**src/sv/lir_pkg.sv**
```systemverilog
// Shared types and constants for the linear interpolation resampler.
`timescale 1ns / 1ps
`default_nettype none

package lir_pkg;

    // Sample slots carried on every frame, used or not
    localparam int SLOTS = 8;

    // Width of the phase step register, Q.FRAC_BITS
    localparam int STEP_BITS = 20;

    // Register port
    localparam int DATA_BITS = 32;
    localparam int ADDR_BITS = 4;

    // Results one input frame may cause
    localparam int CAP_BITS = 5;
    localparam logic [CAP_BITS-1:0] RESULT_CAP = 5'd16;

    localparam logic [STEP_BITS-1:0] PHASE_STEP_RESET    = 20'd65536;
    localparam logic [3:0]           CHANNEL_COUNT_RESET = 4'd2;

    typedef enum logic [1:0] {
        REG_PHASE_STEP      = 2'd0,
        REG_CHANNEL_COUNT   = 2'd1,
        REG_OUT_FRAME_COUNT = 2'd2
    } t_reg_idx;

    // Controller to datapath
    typedef struct packed {
        logic load;       // latch the incoming frame
        logic diff;       // form next minus previous per lane
        logic mul;        // register frac * diff
        logic add;        // register pending result, advance position
        logic push;       // pending result to output register
        logic push_last;  // pushed beat closes this frame's run
        logic finish;     // end of frame: update stream state
        logic hold;       // current frame on both sides, zero fraction
    } t_cmd;

    // Datapath to controller
    typedef struct packed {
        logic bypass;
        logic last;
        logic pair_ok;
        logic count_ok;
        logic pend_valid;
        logic out_busy;
    } t_stat;

endpackage

`default_nettype wire

```
**src/sv/lir_ctrl.sv**
```systemverilog
// Sequencer for the resampler: walks the results of one input frame.
`timescale 1ns / 1ps
`default_nettype none

module lir_ctrl (
    input  wire logic          i_clk,
    input  wire logic          i_rst_n,
    input  wire logic          i_in_valid,
    output logic               o_in_stall,
    input  lir_pkg::t_stat     i_stat,
    output lir_pkg::t_cmd      o_cmd
);
    import lir_pkg::*;

    typedef enum logic [3:0] {
        ST_IDLE = 4'b0001,
        ST_EVAL = 4'b0010,
        ST_MUL  = 4'b0100,
        ST_ADD  = 4'b1000
    } t_state;

    t_state              r_state, n_state;
    logic [CAP_BITS-1:0] r_count, n_count;
    logic                r_hold, n_hold;

    logic room;
    logic go_byp, go_pair, go_hold, go, wait_out;

    always_comb begin
        room     = r_count < RESULT_CAP;
        go_byp   = i_stat.bypass && (r_count == '0);
        go_pair  = !i_stat.bypass && i_stat.pair_ok && room;
        go_hold  = !i_stat.bypass && !go_pair && i_stat.last && i_stat.count_ok && room;
        go       = go_byp || go_pair || go_hold;
        // a finished result may only move on once the output register is free
        wait_out = i_stat.pend_valid && i_stat.out_busy;
    end

    always_comb begin
        n_state = r_state;
        n_count = r_count;
        n_hold  = r_hold;
        o_cmd   = '0;
        o_cmd.hold = r_hold;
        case (r_state)
            ST_IDLE: begin
                if (i_in_valid) begin
                    o_cmd.load = 1'b1;
                    n_count    = '0;
                    n_state    = ST_EVAL;
                end
            end
            ST_EVAL: begin
                o_cmd.diff = 1'b1;
                if (!wait_out) begin
                    o_cmd.push      = i_stat.pend_valid;
                    o_cmd.push_last = !go;
                    if (go) begin
                        n_hold  = !go_pair;
                        n_count = r_count + 1'b1;
                        n_state = ST_MUL;
                    end else begin
                        o_cmd.finish = 1'b1;
                        n_state      = ST_IDLE;
                    end
                end
            end
            ST_MUL: begin
                o_cmd.mul = 1'b1;
                n_state   = ST_ADD;
            end
            ST_ADD: begin
                o_cmd.add = 1'b1;
                n_state   = ST_EVAL;
            end
            default: begin
                n_state = ST_IDLE;
            end
        endcase
    end

    always_ff @(posedge i_clk) begin
        if (!i_rst_n) begin
            r_state <= ST_IDLE;
            r_count <= '0;
            r_hold  <= 1'b0;
        end else begin
            r_state <= n_state;
            r_count <= n_count;
            r_hold  <= n_hold;
        end
    end

    assign o_in_stall = (r_state != ST_IDLE);

endmodule

`default_nettype wire

```
**config.mk**
```make
export PLATFORM = sky130hd
export DESIGN_NAME = lir_ctrl
export DESIGN_NICKNAME = d
export VERILOG_FILES = /design/src/sv/lir_pkg.sv /design/src/sv/lir_ctrl.sv
export SDC_FILE = /design/constraint.sdc
export NUM_CORES = 1
export LEC_CHECK = 0
export ABC_CLOCK_PERIOD_IN_PS = 2600
export BUFFER_PORTS_ARGS = -buffer_cell sky130_fd_sc_hd__buf_2
export CAP_MARGIN = 30
export CORE_MARGIN = 1
export CORE_UTILIZATION = 40
export DETAILED_ROUTE_END_ITERATION = 8
export PLACE_DENSITY = 0.64
export SLEW_MARGIN = 30
export SYNTH_ARGS = -nofsm -noshare
export SYNTH_HDL_FRONTEND = slang
export SYNTH_SLANG_ARGS = --single-unit
```
**constraint.sdc**
```tcl
create_clock -name i_clk -period 2.6 [get_ports i_clk]
set_input_delay 0.26 -clock i_clk [delete_from_list [all_inputs] [get_ports i_clk]]
set_output_delay 0.26 -clock i_clk [all_outputs]
set_load 0.005 [all_outputs]
```
# --- After elaboration in Yosys (flattened, before gate mapping) ---
# Cells that the tools add are included.
# W data, S select, Z words.
word_totals:
  out_inout_bits: 9
  ff_bits: 10
  wordCells: 48
  input_bits: 9
classes:
  mux: 16
  n_reduce_logical: 18
  bitwise_logic: 1
  order_cmp: 1
  n_eq_ne: 8
  addsub: 1
op_table:
  columns: ["operator", "n"]
  rows:
  - ["$pmux W4 S4", 1]
  - ["$mux W5", 3]
  - ["$pmux W5 S2", 1]
  - ["$mux W3", 3]
  - ["$logic_and A1 B1 Y1", 8]
  - ["$mux W4", 2]
  - ["$mux W1", 6]
  - ["$ne A2 B2 Y1 const B", 3]
  - ["$add A5 B1 Y5 const B", 1]
  - ["$logic_not A5 Y1", 1]
  - ["$lt A5 B5 Y1 const B", 1]
  - ["$eq A4 B1 Y1 const B", 1]
  - ["$eq A4 B2 Y1 const B", 1]
  - ["$eq A4 B3 Y1 const B", 1]
  - ["$eq A4 B4 Y1 const B", 1]
  - ["$ne A4 B1 Y1 const B", 1]
  - ["$reduce_and A4 Y1", 1]
  - ["$logic_not A1 Y1", 3]
  - ["$reduce_and A3 Y1", 1]
  - ["$logic_or A1 B1 Y1", 2]
  - ["$reduce_and A2 Y1", 1]
  - ["$reduce_bool A2 Y1", 1]
  - ["$not A1 Y1", 1]

# --- Depth between registers and ports, before layout ---
depth:
  ltp_word: 12
  depth_mapped: 6
  depth_no_buf: 6

# --- Least setup slack after synthesis ---
# No wires, ideal clock.
synth_path:
  kind: "flip-flop to output port"
  from: "reg r_count[0]"
  to: "out o_cmd[2] (netlist name)"
  path_slack_ns: 0.950
  arrival_time_ns: 1.390
  stages_incl_launch_ff: 7
  t_required_ns: 2.340
  n_path_buf: 1
  cell_sequence: "dfxtp_1 > inv_1 > ha_1 > and2_1 > a22o_2 > nor3_1 > buf_4"
synth_rtl:
  columns: ["element", "line", "rtl"]
  rows:
  - ["start, declared", "lir_ctrl.sv:23", "logic [CAP_BITS-1:0] r_count, n_count;"]
  - ["start signal, assigned", "lir_ctrl.sv:89", "r_count <= n_count;"]
  - ["end, declared", "lir_ctrl.sv:11", "output lir_pkg::t_cmd o_cmd"]

==> impl_metrics.py <==
metrics = {
    "placement": {
        "dp_hpwl_um": 984,
        "placed_cells": 103,
        "port_buffers": 17,
        "placed_cell_area_um2": 689,
        "place.gp.congestion": 0.807,
    },
    "yosys": {
        "avgSynthCellArea_um2": 8.23,
        "async_flop_share_pct": 0,
        "syn_nets": 84,
        "synth_edf_count": 0,
        "ys.flop_type": "dfxtp_1",
        "synthCells": 73,
        "ys_types": 33,
        "ys_ff_latch": 10,
        "ys_warn_count": 0,
        "syn-cell-area_um2": 601,
        "ys_seq_area_share_pct": 33.3,
    },
    "sta": {
        "finClkSkew_ns": 0.00515,
        "hold_violations": 0,
        "holdWs_ns": 0.197,
        "fmax_ghz": 0.519,
        "setup_violations": 0,
        "fin_crit_ns": 1.93,
        "setup_tns_ns": 0,
        "rsz0062_at_grt": "no",
        "max_slew.worst_pin.slew_ns": 0.427,
        "slew_viol_final": 0,
        "relSlewSlack_pct": 71.2,
        "fin_crit_sh_pct": 74.1,
    },
    "worst_setup_path": {
        "r2r_setup_slack_ns": 0.92,
        "crit_family": "flip-flops",
        "worst-r2r-cell-count": 6,
        "startpoint_type": "register",
        "cpPeakStageDelay_ns": 0.38,
        "worstPathCellList": "inv_1 > ha_1 > and2_1 > a22o_2 > nor3_1 > buf_2",
        "critPathMaxFanout": 4,
        "required_ns": 2.34,
        "critPathKind": "reg2out",
        "path_buf_inv": 2,
        "slowest_stage": "dfxtp_1",
        "path_depth": 6,
        "timing.rr.start": "r_count[0]",
        "endpoint": "o_cmd[1]",
        "cp-startpoint": "r_count[0]",
        "endpoint_kind": "output port",
        "cp.arrival_ns": 1.67,
        "r2r_end": "r_count[0]",
    },
    "grt": {
        "grt_pass1_vias": 466,
        "grt_pass1_wl_um": 1910,
        "grt_overflow_total": 0,
        "grt_start_max_net_pins": 9,
        "antenna_found_initial": 0,
        "grt_usage_pct": 18.2,
    },
    "clock_network": {
        "clock-root-buffer": "clkbuf_4",
        "cts_buffer_depth": 2,
        "insertion_delay_ns": 0.27,
        "numCtsBuffers": 3,
        "post_cts_buffers": 0,
        "h-tree-depth": 1,
        "cts_tree": "built",
        "clkTransAtPathRegs_ns": 0.07,
        "cts.repair.resized": 0,
        "cts.sinks": 10,
        "hold_buffers": 0,
    },
    "final_layout": {
        "fin_cells": 107,
        "fin_area_um2": 726,
        "nets": 104,
        "area_growth_pct": 20.8,
        "final_layout_size_suffix_gt1_share_pct": 28.3,
        "final_cell_mix": "buf_2 (17), dfxtp_1 (10), nor2_1 (6), nand2_1 (6), inv_1 (5)",
        "antenna_cells": 0,
        "mostFrequentLayoutCell": "buf_2",
    },
    "die": {
        "die_area_um2": 1660,
        "core_region_area_um2": 1350,
        "die_x_um": 40.8,
        "die_h_um": 40.8,
        "placementRows": 13,
        "ios": 18,
        "initial_core_util_pct": 44.5,
    },
    "power_and_ir_drop": {
        "internal-power_mw": 0.287,
        "p_comb_share_pct": 21.8,
        "ir_drop_mv": 0.297,
        "switching_share_pct": 28.5,
        "p_per_area_nw_per_um2": 552,
        "cellLeakagePower_nw": 0.329,
        "power_frac_seq_pct": 43.4,
        "switching_power_mw": 0.114,
        "total_power_mw": 0.400,
        "clkPwrFrac_pct": 34.8,
    },
    "detailed_routing": {
        "viasPerCell": 5.50,
        "drt_iter0_drc": 22,
        "routed-via-count": 589,
        "drc": 0,
        "drt-pass1-iter-count": 4,
        "wl_per_cell_um": 11.9,
        "drt.antenna.violating_nets": 0,
        "postRouteWirelength_um": 1270,
    },
    "min_path": {
        "hold_class": "in2reg",
    },
    "flow_run": {
        "maxCapViolations": 0,
    },
    "run_status": {
        "status": "complete, no violations",
    },
}
-- registers in the layout (all words and copies together), names as in the netlist --
name     count
r_count      5
r_hold       1
r_state      4
-- worst register-to-register path: stages, from the launching register on --
cell,delay (ns)
dfxtp_1,0.38
inv_1,0.06
ha_1,0.19
and2_1,0.18
a32oi_1,0.37
nor2_1,0.12
mux2_2,0.27
-- per-stage QoR --
step,utilization (%),setup slack [ns]
after floorplan,-,0.950
after global placement,51.1,0.994
after detailed placement,51.1,0.944
after CTS,53.8,0.665
after global routing,53.8,0.495
final,53.8,0.673
-- routing by layer --
| metal | routed length [µm] | global-route usage (%) | vias to the layer above |
|---|---|---|---|
| li1 | - | - | 310 |
| met3 | 70 | 8.15 | 2 |
| met2 | 551 | 27.0 | 17 |
| met1 | 632 | 21.6 | 260 |
| met5 | 0 | 0 | - |
| met4 | 15 | 10.0 | 0 |
-- cell families after synthesis --
family / Yosys count / synth area share (%)
AND/OR/NAND/NOR: 31 / 28.8
AO/OA/AOI/OAI: 22 / 26.2
flip-flops: 10 / 33.3
buffers and inverters: 7 / 5.62
adder cells (fa/ha/maj): 2 / 4.17
multiplexers: 1 / 1.87
-- power groups by stage --
| stage | registers [mW] | clock network [mW] | logic, mW |
|---|---|---|---|
| 6_report | 0.174 | 0.139 | 0.0874 |
| 5_1_grt | 0.176 | 0.157 | 0.0981 |
| 4_1_cts | 0.173 | 0.145 | 0.0873 |
| 3_5_place_dp | 0.176 | 0 | 0.0868 |
| 3_3_place_gp | 0.177 | 0 | 0.0868 |
| 2_1_floorplan | 0.174 | 0 | 0.0600 |
-- cells in the mapped netlist, drive strengths merged, types with 2 or more instances --
| library cell | n | area [µm²] |
|---|---|---|
| a21o | 3 | 22.5 |
| a21oi | 3 | 15.0 |
| a22o | 3 | 28.8 |
| a31oi | 4 | 25.0 |
| and2 | 3 | 18.8 |
| and3 | 3 | 20.0 |
| buf | 2 | 15.0 |
| dfxtp | 10 | 200 |
| ha | 2 | 25.0 |
| inv | 5 | 18.8 |
| nand2 | 6 | 22.5 |
| nand3 | 2 | 10.0 |
| nor2 | 6 | 22.5 |
| nor2b | 2 | 12.5 |
| nor3 | 3 | 20.0 |
| o21ai | 3 | 15.0 |
-- how the worst min path moves through the flow --
stage | depth (start not counted) | slack, ns | end | startpoint
after global routing | 2 | 0.18 | r_hold | i_stat[3]
after detailed placement | 2 | 0.48 | r_hold | i_stat[3]
after floorplan | 1 | 0.37 | r_hold | i_stat[3]
after global placement | 2 | 0.47 | r_hold | i_stat[3]
after CTS | 2 | 0.19 | r_hold | i_stat[3]
final | 2 | 0.20 | r_hold | i_stat[3]
-- cell type report --
cell class | count | area (µm²)
Inverter | 5 | 18.8
Clock buffer | 4 | 36.3
Timing Repair Buffer | 17 | 85.1
Tap cell | 15 | 18.8
Sequential cell | 10 | 200
Fill cell | 130 | 624
Multi-Input combinational cell | 56 | 367
Note: power is estimated with default switching activity, not from simulation.
